==> src/sv/crpe_pkg.sv <==
// crpe_pkg: payload types, format constants and the level factor table
// for the calorie rate power estimator. No dependencies.
`default_nettype none

package crpe_pkg;

   localparam int CalBits  = 46;
   localparam int NumBits  = 60;   // |dE| times 42 * level factor
   localparam int DenBits  = 30;   // 10000 * dT
   localparam int QuoBits  = 31;   // estimate in 1/256 W, saturating
   localparam int FacBits  = 14;

   localparam logic [6:0]         RecordLength   = 7'd17;
   localparam logic [7:0]         HeaderFirst    = 8'h11;
   localparam logic [7:0]         HeaderSecond   = 8'h20;
   localparam logic [7:0]         PrevCrankReset = 8'hFF;
   localparam logic [9:0]         ThresholdReset = 10'd100;
   localparam logic [FacBits-1:0] DtScale        = 14'd10000;
   localparam logic [15:0]        WattsMax       = 16'hFFFF;

   typedef struct packed {
      logic [6:0]         record_length;
      logic [7:0]         header_first;
      logic [7:0]         header_second;
      logic [7:0]         crank_byte;
      logic [15:0]        time_ticks;
      logic [CalBits-1:0] calories_count;
      logic [7:0]         resistance_level;
   } crpe_req_type;

   typedef struct packed {
      logic        format_ok;
      logic        power_valid;
      logic [15:0] power_watts;
      logic        cadence_event;
   } crpe_rsp_type;

   typedef struct packed {
      logic               start;
      logic [NumBits-1:0] dividend;
      logic [DenBits-1:0] divisor;
   } div_req_type;

   typedef struct packed {
      logic               done;
      logic [QuoBits-1:0] quotient;
   } div_rsp_type;

   // 42 times the level factor in hundredths
   function automatic logic [FacBits-1:0] crpe_factor(input logic [4:0] idx);
      logic [FacBits-1:0] f;
      case (idx) inside
         [5'd0:5'd12]: f = 14'd2520;
         5'd13:        f = 14'd3150;
         5'd14:        f = 14'd3822;
         5'd15:        f = 14'd4494;
         5'd16:        f = 14'd5166;
         5'd17:        f = 14'd5838;
         5'd18:        f = 14'd6510;
         5'd19:        f = 14'd7224;
         5'd20:        f = 14'd7896;
         5'd21:        f = 14'd8568;
         5'd22:        f = 14'd9240;
         5'd23:        f = 14'd9912;
         default:      f = 14'd10584;
      endcase
      return f;
   endfunction

endpackage

`default_nettype wire

==> src/sv/crpe_divider.sv <==
// crpe_divider: restoring divider, one quotient bit per cycle, computing
// min(floor(dividend * 256 / divisor), 2^31 - 1). Depends on crpe_pkg.
`default_nettype none

module crpe_divider (
   input  logic                  clock,
   input  logic                  reset,
   input  crpe_pkg::div_req_type div_req,
   output crpe_pkg::div_rsp_type div_rsp
);
   import crpe_pkg::*;

   localparam int HiBits = NumBits - QuoBits + 8;   // dividend bits above the quotient window
   localparam logic [4:0] LastStep = 5'(QuoBits - 1);

   typedef enum logic [3:0] {
      D_IDLE  = 4'b0001,
      D_CHECK = 4'b0010,
      D_RUN   = 4'b0100,
      D_DONE  = 4'b1000
   } div_state_type;

   div_state_type        state_ff, state_in;
   logic [HiBits-1:0]    hi_ff, hi_in;
   logic [QuoBits-1:0]   low_ff, low_in;
   logic [DenBits-1:0]   den_ff, den_in;
   logic [DenBits-1:0]   rem_ff, rem_in;
   logic [QuoBits-1:0]   quo_ff, quo_in;
   logic [4:0]           cnt_ff, cnt_in;

   logic [DenBits:0]     trial;
   logic [DenBits:0]     trial_sub;
   logic                 trial_ge;
   logic                 overflow;

   assign trial     = {rem_ff, low_ff[QuoBits-1]};
   assign trial_ge  = trial >= {1'b0, den_ff};
   assign trial_sub = trial - {1'b0, den_ff};
   assign overflow  = hi_ff >= {{(HiBits-DenBits){1'b0}}, den_ff};

   always_comb begin
      state_in = state_ff;
      hi_in    = hi_ff;
      low_in   = low_ff;
      den_in   = den_ff;
      rem_in   = rem_ff;
      quo_in   = quo_ff;
      cnt_in   = cnt_ff;
      unique case (state_ff)
         D_IDLE: begin
            if (div_req.start) begin
               hi_in    = div_req.dividend[NumBits-1:QuoBits-8];
               low_in   = {div_req.dividend[QuoBits-9:0], 8'd0};
               den_in   = div_req.divisor;
               state_in = D_CHECK;
            end
         end
         D_CHECK: begin
            if (overflow) begin
               quo_in   = '1;
               state_in = D_DONE;
            end else begin
               // hi < divisor, so it fits the remainder width
               rem_in   = hi_ff[DenBits-1:0];
               quo_in   = '0;
               cnt_in   = '0;
               state_in = D_RUN;
            end
         end
         D_RUN: begin
            rem_in = trial_ge ? trial_sub[DenBits-1:0] : trial[DenBits-1:0];
            quo_in = {quo_ff[QuoBits-2:0], trial_ge};
            low_in = {low_ff[QuoBits-2:0], 1'b0};
            cnt_in = cnt_ff + 5'd1;
            if (cnt_ff == LastStep) begin
               state_in = D_DONE;
            end
         end
         D_DONE: begin
            state_in = D_IDLE;
         end
         default: begin
            state_in = D_IDLE;
         end
      endcase
   end

   always_ff @(posedge clock) begin
      if (reset) begin
         state_ff <= D_IDLE;
      end else begin
         state_ff <= state_in;
      end
      hi_ff  <= hi_in;
      low_ff <= low_in;
      den_ff <= den_in;
      rem_ff <= rem_in;
      quo_ff <= quo_in;
      cnt_ff <= cnt_in;
   end

   assign div_rsp.done     = (state_ff == D_DONE);
   assign div_rsp.quotient = quo_ff;

endmodule

`default_nettype wire

==> src/sv/calorie_rate_power_estimator.sv <==
// calorie_rate_power_estimator: record check, cadence flag, energy-rate power
// estimate and smoothing. Depends on crpe_pkg and crpe_divider.
//
//   port group   dir   handshake            beat
//   req_*        in    req_valid/req_stall  crpe_req_type sensor record
//   rsp_*        out   rsp_valid/rsp_stall  crpe_rsp_type result
//   csr_*        in    csr_wr_en            jump threshold, 10 bits
//
// A record with a power estimate runs the check, magnitude, multiply, divide,
// difference, halving and select states; the divide waits on the 31-step
// serial divider, whose steps a saturating estimate skips. A bad record, or one
// with no estimate, goes from check to output. One record is in work at a time.
// Reset is synchronous; it restores the threshold and all tracking state.
// A stalled result holds in the output register; a new record is accepted
// meanwhile, and its result waits until the output register frees.
`default_nettype none

module calorie_rate_power_estimator #(
   parameter int LEVEL_COUNT = 25
) (
   input  logic                   clock,
   input  logic                   reset,
   input  logic                   req_valid,
   output logic                   req_stall,
   input  crpe_pkg::crpe_req_type req_data,
   output logic                   rsp_valid,
   input  logic                   rsp_stall,
   output crpe_pkg::crpe_rsp_type rsp_data,
   input  logic                   csr_wr_en,
   input  logic [9:0]             csr_wr_data
);
   import crpe_pkg::*;

   localparam logic [7:0] LastIdx = 8'(LEVEL_COUNT - 1);

   typedef enum logic [10:0] {
      ST_IDLE  = 11'b00000000001,
      ST_CHECK = 11'b00000000010,
      ST_ABS   = 11'b00000000100,
      ST_MULN  = 11'b00000001000,
      ST_MULD  = 11'b00000010000,
      ST_DIVGO = 11'b00000100000,
      ST_DIVW  = 11'b00001000000,
      ST_DIFF  = 11'b00010000000,
      ST_HALF  = 11'b00100000000,
      ST_SEL   = 11'b01000000000,
      ST_OUT   = 11'b10000000000
   } st_type;

   st_type             state_ff, state_in;
   crpe_req_type       req_ff;
   logic [9:0]         thr_ff;
   logic [CalBits-1:0] prev_cal_ff;
   logic [15:0]        prev_time_ff;
   logic [7:0]         prev_crank_ff;
   logic [31:0]        sm_ff;
   logic               seen_ff;

   logic [CalBits:0]   de_ff;
   logic [15:0]        dt_ff;
   logic               sign_ff;
   logic [CalBits-1:0] mag_ff;
   logic [NumBits-1:0] num_ff;
   logic [DenBits-1:0] den_ff;
   logic [31:0]        p_ff;
   logic [32:0]        diff_ff;
   logic [32:0]        half_ff;
   logic               near_ff;
   logic               res_ok_ff, res_pv_ff, res_cad_ff;

   logic               rsp_valid_ff;
   crpe_rsp_type       rsp_data_ff;

   logic               accept;
   logic               out_free;
   logic               fmt_ok;
   logic [7:0]         idx_raw;
   logic [4:0]         idx;
   logic [31:0]        q_ext;
   logic [32:0]        half_sum;
   logic [32:0]        thr_pos;
   logic [32:0]        thr_neg;
   logic [32:0]        sm_half;
   logic [32:0]        new_val;
   logic [32:0]        rnd;
   logic [15:0]        watts;

   div_req_type        div_req;
   div_rsp_type        div_rsp;

   crpe_divider u_div (
      .clock   (clock),
      .reset   (reset),
      .div_req (div_req),
      .div_rsp (div_rsp)
   );

   assign req_stall = (state_ff != ST_IDLE);
   assign accept    = req_valid && !req_stall;
   assign out_free  = !rsp_valid_ff || !rsp_stall;

   assign fmt_ok = (req_ff.record_length == RecordLength) &&
                   (req_ff.header_first == HeaderFirst) &&
                   (req_ff.header_second == HeaderSecond);

   // level 0 acts as level 1, above the table end acts as the last level
   always_comb begin
      idx_raw = (req_ff.resistance_level == 8'd0) ? 8'd0 : req_ff.resistance_level - 8'd1;
      if (idx_raw > LastIdx) begin
         idx_raw = LastIdx;
      end
      idx = idx_raw[4:0];
   end

   assign div_req.start    = (state_ff == ST_DIVGO);
   assign div_req.dividend = num_ff;
   assign div_req.divisor  = den_ff;

   assign q_ext    = {1'b0, div_rsp.quotient};
   assign half_sum = diff_ff + {32'd0, diff_ff[32]};   // truncate toward zero
   assign thr_pos  = {15'd0, thr_ff, 8'd0};
   assign thr_neg  = 33'd0 - thr_pos;
   assign sm_half  = {sm_ff[31], sm_ff} + half_ff;
   assign new_val  = (!seen_ff || near_ff) ? {p_ff[31], p_ff} : sm_half;
   assign rnd      = {1'b0, sm_ff} + 33'd128;
   assign watts    = (rnd[32:24] != 9'd0) ? WattsMax : rnd[23:8];

   always_comb begin
      state_in = state_ff;
      unique case (state_ff)
         ST_IDLE:  if (accept) state_in = ST_CHECK;
         ST_CHECK: begin
            if (!fmt_ok || prev_cal_ff == '0 || req_ff.time_ticks == prev_time_ff) begin
               state_in = ST_OUT;
            end else begin
               state_in = ST_ABS;
            end
         end
         ST_ABS:   state_in = ST_MULN;
         ST_MULN:  state_in = ST_MULD;
         ST_MULD:  state_in = ST_DIVGO;
         ST_DIVGO: state_in = ST_DIVW;
         ST_DIVW:  if (div_rsp.done) state_in = ST_DIFF;
         ST_DIFF:  state_in = ST_HALF;
         ST_HALF:  state_in = ST_SEL;
         ST_SEL:   state_in = ST_OUT;
         ST_OUT:   if (out_free) state_in = ST_IDLE;
         default:  state_in = ST_IDLE;
      endcase
   end

   always_ff @(posedge clock) begin
      if (reset) begin
         state_ff      <= ST_IDLE;
         thr_ff        <= ThresholdReset;
         prev_cal_ff   <= '0;
         prev_time_ff  <= '0;
         prev_crank_ff <= PrevCrankReset;
         sm_ff         <= '0;
         seen_ff       <= 1'b0;
         rsp_valid_ff  <= 1'b0;
      end else begin
         state_ff <= state_in;
         if (csr_wr_en) begin
            thr_ff <= csr_wr_data;
         end
         if (state_ff == ST_CHECK && fmt_ok) begin
            if (req_ff.crank_byte != prev_crank_ff) begin
               prev_crank_ff <= req_ff.crank_byte;
            end
            prev_cal_ff  <= req_ff.calories_count;
            prev_time_ff <= req_ff.time_ticks;
         end
         if (state_ff == ST_SEL) begin
            sm_ff   <= new_val[32] ? 32'd256 : new_val[31:0];
            seen_ff <= 1'b1;
         end
         if (state_ff == ST_OUT && out_free) begin
            rsp_valid_ff <= 1'b1;
         end else if (!rsp_stall) begin
            rsp_valid_ff <= 1'b0;
         end
      end
   end

   // datapath and payload registers
   always_ff @(posedge clock) begin
      if (accept) begin
         req_ff <= req_data;
      end
      if (state_ff == ST_CHECK) begin
         res_ok_ff  <= fmt_ok;
         res_pv_ff  <= 1'b0;
         res_cad_ff <= fmt_ok && (req_ff.crank_byte != prev_crank_ff);
         de_ff      <= {1'b0, req_ff.calories_count} - {1'b0, prev_cal_ff};
         dt_ff      <= req_ff.time_ticks - prev_time_ff;
      end
      if (state_ff == ST_ABS) begin
         sign_ff <= de_ff[CalBits];
         mag_ff  <= de_ff[CalBits] ? CalBits'(~de_ff + 1'b1) : de_ff[CalBits-1:0];
      end
      if (state_ff == ST_MULN) begin
         num_ff <= mag_ff * crpe_factor(idx);
      end
      if (state_ff == ST_MULD) begin
         den_ff <= dt_ff * DtScale;
      end
      if (state_ff == ST_DIVW && div_rsp.done) begin
         p_ff <= sign_ff ? 32'd0 - q_ext : q_ext;
      end
      if (state_ff == ST_DIFF) begin
         diff_ff <= {p_ff[31], p_ff} - {sm_ff[31], sm_ff};
      end
      if (state_ff == ST_HALF) begin
         half_ff <= {half_sum[32], half_sum[32:1]};
         near_ff <= ($signed(diff_ff) < $signed(thr_pos)) &&
                    ($signed(diff_ff) > $signed(thr_neg));
      end
      if (state_ff == ST_SEL) begin
         res_pv_ff <= 1'b1;
      end
      if (state_ff == ST_OUT && out_free) begin
         rsp_data_ff.format_ok     <= res_ok_ff;
         rsp_data_ff.power_valid   <= res_pv_ff;
         rsp_data_ff.power_watts   <= res_pv_ff ? watts : 16'd0;
         rsp_data_ff.cadence_event <= res_cad_ff;
      end
   end

   assign rsp_valid = rsp_valid_ff;
   assign rsp_data  = rsp_data_ff;

   a_pv_needs_fmt: assert property (@(posedge clock) disable iff (reset)
      rsp_valid && rsp_data.power_valid |-> rsp_data.format_ok)
      else $error("power beat without a valid record format");

   a_cad_needs_fmt: assert property (@(posedge clock) disable iff (reset)
      rsp_valid && rsp_data.cadence_event |-> rsp_data.format_ok)
      else $error("cadence flag on a bad-format record");

   a_watts_needs_pv: assert property (@(posedge clock) disable iff (reset)
      rsp_valid && (rsp_data.power_watts != 16'd0) |-> rsp_data.power_valid)
      else $error("nonzero watts without a power estimate");

   a_div_done_waited: assert property (@(posedge clock) disable iff (reset)
      div_rsp.done |-> state_ff == ST_DIVW)
      else $error("divider finished while the sequencer was not waiting");

endmodule

`default_nettype wire

==> config.mk <==
export PLATFORM = sky130hd
export DESIGN_NAME = calorie_rate_power_estimator
export DESIGN_NICKNAME = d
export VERILOG_FILES = /design/src/sv/crpe_pkg.sv /design/src/sv/crpe_divider.sv /design/src/sv/calorie_rate_power_estimator.sv
export SDC_FILE = /design/constraint.sdc
export NUM_CORES = 2
export LEC_CHECK = 0
export BUFFER_PORTS_ARGS = -buffer_cell sky130_fd_sc_hd__buf_4
export CAP_MARGIN = 20
export CORE_MARGIN = 2
export CORE_UTILIZATION = 34
export DETAILED_ROUTE_END_ITERATION = 10
export PLACE_DENSITY = 0.59
export SLEW_MARGIN = 20
export SYNTH_ARGS = -nofsm -noshare
export SYNTH_HDL_FRONTEND = slang
export SYNTH_SLANG_ARGS = --single-unit
==> constraint.sdc <==
create_clock -name clock -period 23.3 [get_ports clock]
set_clock_uncertainty 0.2 [all_clocks]
set_input_delay 1.165 -clock clock [delete_from_list [all_inputs] [get_ports clock]]
set_output_delay 1.165 -clock clock [all_outputs]
set_load 0.005 [all_outputs]
After elaboration in Yosys (flattened, before gate mapping). Index checks and enable logic that the tools add are counted.

Flip-flop bits (word level): 706. Bits of input ports: 116. Logic and storage cells: 171.

Add/subtract/negate cells: 12. Multiply operators: 2. Magnitude comparators: 7. Eq/ne operators: 40. Mux-type cells: 40. Bitwise operators: 1. Reductions and logical operators: 29.

Operators by type and width (number): 2-to-1 mux 14 bit (10); one-hot mux 31 bit (2 select lines) (2); one-hot mux 11 bit (11 select lines) (1); 2-to-1 mux 31 bit (3); multiplier 46 x 14 -> 60 bit (1); 2-to-1 mux 30 bit (2); one-hot mux 30 bit (2 select lines) (1); subtractor 46 x 46 -> 47 bit (1); adder 46 x 1 -> 46 bit (second input constant) (1); zero test 46 bit (1); 2-to-1 mux 46 bit (1); NOT 46 bit (1); == test 5 bit (second input constant) (9); 2-to-1 mux 11 bit (4); >= comparator 37 x 30 -> 1 bit (1); 2-to-1 mux 12 bit (3); adder 32 x 32 -> 33 bit (1); adder 32 x 8 -> 33 bit (second input constant) (1); adder 33 x 1 -> 33 bit (1); > comparator 33 x 19 -> 1 bit (1); < comparator 33 x 19 -> 1 bit (1); 2-to-1 mux 33 bit (1); subtractor 32 x 32 -> 33 bit (1); 2-to-1 mux 32 bit (1); 50 further kinds (81).

Longest topological paths before layout.
Word-level depth: 19. Depth in mapped cells: 39. Depth with buffers taken out: 36.

Modules after synthesis. Synthesis repeated with hierarchy kept, for this count alone.

Cell total of the unflattened synthesis: 5446. Area, all modules: 56678.1 um2.

By module, submodules not included: calorie_rate_power_estimator (times used 1, cells an instance 4701, area each 48117.4 um2, seq. area each 14984.4 um2); crpe_divider (times used 1, cells an instance 745, area each 8560.7 um2, seq. area each 4764.6 um2).

Worst setup path after synthesis. OpenSTA, ideal clock, no wires.

Path type: flip-flop to flip-flop. From: reg req_ff[0] in the netlist's numbering. To: reg num_ff[56], data pin. Setup time: 0.259 ns. Data arrival time: 8.452 ns. Data required time: 22.841 ns. Slack: 14.389 ns. Cell stages (with the launch flop): 36. Buffers on the path: 2. Period minus slack after synthesis: 8.911 ns. Cell sequence: edfxtp_1 clkbuf_1 inv_1 ha_1 nand2b_1 o21ai_1 or3b_1 nor3_2 o2111ai_4 mux2_2 a221oi_2 nor2_1 a41oi_4 buf_2 nand2_1 fa_1 inv_1 fa_1 fa_1 fa_1 inv_1 fa_1 inv_1 ha_1 ha_1 and4_1 nand3_1 o21a_1 o21ai_1 a221o_1 a31oi_1 a21oi_1 o221a_2 a31o_2 a21oi_1 xnor2_1.

Longest elaborated chain between the ends: 19. Elaborated cells on any way between the ends: 33. Classes of those cells: add/sub (1); mul (1); order compare (3); eq/ne (11); mux (15); reduce/logical (2).

RTL lines: start: declaration (RTL line calorie_rate_power_estimator.sv:51) `crpe_req_type req_ff;`; start signal: assignment (RTL line calorie_rate_power_estimator.sv:189) `req_ff <= req_data;`; subtractor 8 x 1 -> 8 bit or zero test 8 bit (tied branches) (RTL line calorie_rate_power_estimator.sv:108) `idx_raw = (req_ff.resistance_level == 8'd0) ? 8'd0 : req_ff.resistance_level - 8'd1;`; 2-to-1 mux 8 bit * (RTL line calorie_rate_power_estimator.sv:108); > comparator 8 x 5 -> 1 bit (RTL line calorie_rate_power_estimator.sv:109) `if (idx_raw > LastIdx) begin`; 2-to-1 mux 5 bit * (RTL line calorie_rate_power_estimator.sv:109); == test 5 bit (RTL line calorie_rate_power_estimator.sv:203) `num_ff <= mag_ff * crpe_factor(idx);`; 2-to-1 mux 12 bit (3 in series) (RTL line crpe_pkg.sv:52) `case (idx) inside`; 2-to-1 mux 14 bit (8 in series) (RTL line crpe_pkg.sv:52); 2-to-1 mux 14 bit * (RTL line crpe_pkg.sv:52); 2-to-1 mux 14 bit * (RTL line calorie_rate_power_estimator.sv:202) `if (state_ff == ST_MULN) begin`; multiplier 46 x 14 -> 60 bit * (RTL line calorie_rate_power_estimator.sv:203); end signal: assignment (RTL line calorie_rate_power_estimator.sv:203); end: declaration (RTL line calorie_rate_power_estimator.sv:63) `logic [NumBits-1:0] num_ff;`.

Every way passes the cells marked *; elsewhere a longest branch is shown, timed or not. The select of a mux whose other input is x is not followed. A chain may end at the register's enable or synchronous reset.

Final worst setup path.
From: reg req_ff[0] in the netlist's numbering. To: reg num_ff[57], data pin.

The elaborated chain is that of the path after synthesis.

==> out/metrics.cfg <==
[sta]
max_freq_mhz = 92.5
setup_ws_ns = 12.49
finalSetupTns_ns = 0
final_max_slew_viol_count = 0
rsz0062_at_grt = false
hold_viol = 0
fin_crit_ns = 10.81
worst_pin_slew_ns = 1.01
max_slew_margin_pct = 32.5
fin_crit_sh_pct = 46.4
setup_viol = 0

[grt]
grt_overflow = 0
grt_usage_pct = 15.4
grt_pass1_vias = 38700
antenna_found_initial = 2
grt_max_degree = 93
grt_pass1_wl_mm = 207

[route]
vias_per_cell = 4.96
post_drt_wl_per_cell_microns = 16.7
via_count = 37700
drc_errors = 0
drt_pre_antenna_iters = 7
ant_nets = 0
drtIter0Drc = 2280
finalWirelength_mm = 127

[floorplan]
die-height_microns = 408
coreArea_sq_um = 162000
ios = 137
start_util_pct = 34.1
fp.dieW_microns = 408
die_area_sq_um = 166000
num_rows = 148

[run]
maxCapViolations = 0

[synthesis]
synth.distinct_cells = 90
synthMuxAreaShare_pct = 0.454
synthesis.nets = 6389
synth_area_sq_um = 55400
avgSynthCellArea_sq_um = 10.4
async_flop_share_pct = 0
synthFlopType = edfxtp_1
synth.top_cell.area_share_pct = 30.7
ys_warn_count = 0
synthXorXnorAreaFrac_pct = 5.39
synth-edff-count = 566
synth_area_leaders = edfxtp_1 31%, fa_1 19%, ha_1 10%
synthAdderAreaFrac_pct = 29.1
synth_cells = 5301
ys_seq_area_share_pct = 35.4
synth_compound_area_share_pct = 10.8
synthSimpleGateAreaFrac_pct = 13.8
ys_ff_latch = 696
synth_area_leader_cell = edfxtp_1
synth_top_family_by_area = adder cells

[setup_path]
critPathRequiredTime_ns = 23.50
worstSetupPathType = register to register
rr_startpoint = req_ff[0]
r2r_cells = 34
cp_max_fo = 47
worstReg2RegEnd = num_ff[57]
cp_slowest_cell = edfxtp_1
crit_path_start_kind = register
critPathArrivalTime_ns = 11.01
max_stage_delay_ns = 0.67
rrSetupSlack_ns = 12.49
end_kind = register
cpMostUsedCell = fa_1

[finish]
post-route-util_pct = 37.8
final_cell_mix = 719 x nand2_1, 566 x edfxtp_1, 542 x inv_1, 524 x fa_1, 448 x ha_1
layout_commonest_cell = nand2_1
fill_cells = 16000
final_nets = 6456
final_layout_size_suffix_gt1_share_pct = 6.41
syn2layout_area_growth_pct = 10.7

[clocking]
cts_buffer_depth = 3
cts.clk_slew.worst_paths_ns = 0.07
htree_levels = 3
cts_made_buffers = 79
insertion_delay_ns = 0.69
root_buffer = clkbuf_16
cts_resized = 0
post-cts-setup-buffers = 0
clock-sinks = 696
cts_hold_buf = 0
cts_tree = yes

[place]
gp_congestion = 0.864
numPortBuffers = 136
hpwl_mm = 98.5
pre_cts_ws_ns = 12.52

[hold_path]
hold_path_depth = 0
min_from = num_ff[50]
hold_class = register to register
hold_end = u_div.hi_ff[27]

[pwr]
p_leak_nw = 24.9
power_density_nw_per_um2 = 86.2
ir_drop_mv = 0.0910

[outcome]
status = finished, final reports clean

==> worst max-delay path: cells and delay by family, from the launching register on <==
| family | cells | cell delay (ns) |
|---|---|---|
| adder cells (fa/ha/maj) | 8 | 3.62 |
| AND/OR/NAND/NOR | 12 | 2.58 |
| AO/OA/AOI/OAI | 8 | 2.15 |
| buffers and inverters | 5 | 1.14 |
| flip-flops | 1 | 0.67 |
| XOR/XNOR | 1 | 0.09 |
==> cell families after synthesis <==
kind of cell | count (synthesis)
AND/OR/NAND/NOR | 1596
adder cells (fa/ha/maj) | 972
AO/OA/AOI/OAI | 938
buffers and inverters | 733
flip-flops | 696
XOR/XNOR | 341
multiplexers | 25
==> sequential cells by signal, summed over array words and instances, names as in the netlist, 8 cells and up <==
signal,count
req_ff,101
num_ff,59
de_ff,47
mag_ff,46
prev_cal_ff,46
u_div.hi_ff,37
diff_ff,33
half_ff,32
p_ff,32
sm_ff,32
u_div.quo_ff,31
u_div.rem_ff,30
den_ff,26
u_div.den_ff,26
u_div.low_ff,22
rsp_data,19
dt_ff,16
prev_time_ff,16
state_ff,11
thr_ff,10
prev_crank_ff,8
==> final cells by class <==
cell class	instances	area, sq um	area share (%)
sequential	696	19600	32.0
clock buffer	105	2180	3.55
timing repair buffer	174	1310	2.13
clock inverter	41	418	0.681
tap	2175	2720	4.44
inverter	545	2050	3.34
antenna	1	2.50	0.00408
multi-input combinational	3872	33100	53.9
==> metal layers <==
layer | vias to the layer above | part of all wire [%] | track usage (%)
met3 | 177 | 4.9 | 2.64
met1 | 18500 | 45 | 20.4
met4 | 2 | 2.4 | 4.10
met2 | 822 | 48 | 25.9
met5 | - | 0.026 | 0
li1 | 18200 | - | -
==> how the worst max path moves through the flow <==
stage                   start          to  slack (ns)  depth (start not counted)
floorplan           req_ff[0]  num_ff[56]       14.39                         35
global placement    req_ff[0]  num_ff[57]       12.70                         34
detailed placement  req_ff[0]  num_ff[57]       12.52                         34
CTS                 req_ff[0]  num_ff[57]       12.46                         34
global route        req_ff[0]  num_ff[57]       11.94                         34
finish              req_ff[0]  num_ff[57]       12.49                         34
==> metrics by stage <==
stage          hold WS, ns  power (mW)  cells  instance area [sq um]
3_5_place_dp         0.205        4.04   7462                  58700
2_1_floorplan        0.200        3.47   5301                  55400
3_3_place_gp         0.202        4.04   7462                  58700
5_1_grt              0.209        5.73   7608                  61300
6_report             0.188        5.29   7609                  61300
4_1_cts              0.190        5.35   7608                  61300
==> synth_stat cells, types with 7 or more instances <==
master / n
a211oi_1: 15
a21boi_0: 24
a21o_1: 122
a21oi_1: 321
a221o_1: 7
a22oi_1: 9
a31oi_1: 30
a41oi_1: 9
and2_1: 211
and3_1: 33
buf_2: 24
buf_6: 7
clkbuf_1: 154
dfxtp_1: 130
edfxtp_1: 566
fa_1: 524
ha_1: 448
inv_1: 544
mux2i_1: 24
nand2_1: 720
nand2b_1: 36
nand3_1: 79
nand4_1: 42
nor2_1: 212
nor2b_1: 84
nor3_1: 52
nor4_1: 37
o211ai_1: 18
o21a_1: 65
o21ai_0: 170
o21bai_1: 25
o31a_1: 8
o31ai_1: 36
o41ai_1: 15
or2_2: 10
or3_1: 21
or4_1: 13
xnor2_1: 243
xor2_1: 98
==> report_power, final <==
group / switching, mW / total [mW] / internal [mW]
Combinational: 1.44 / 2.52 / 1.08
Sequential: 0.0169 / 1.51 / 1.49
Clock: 0.539 / 1.26 / 0.720
Power figures use the tool's default switching activity.
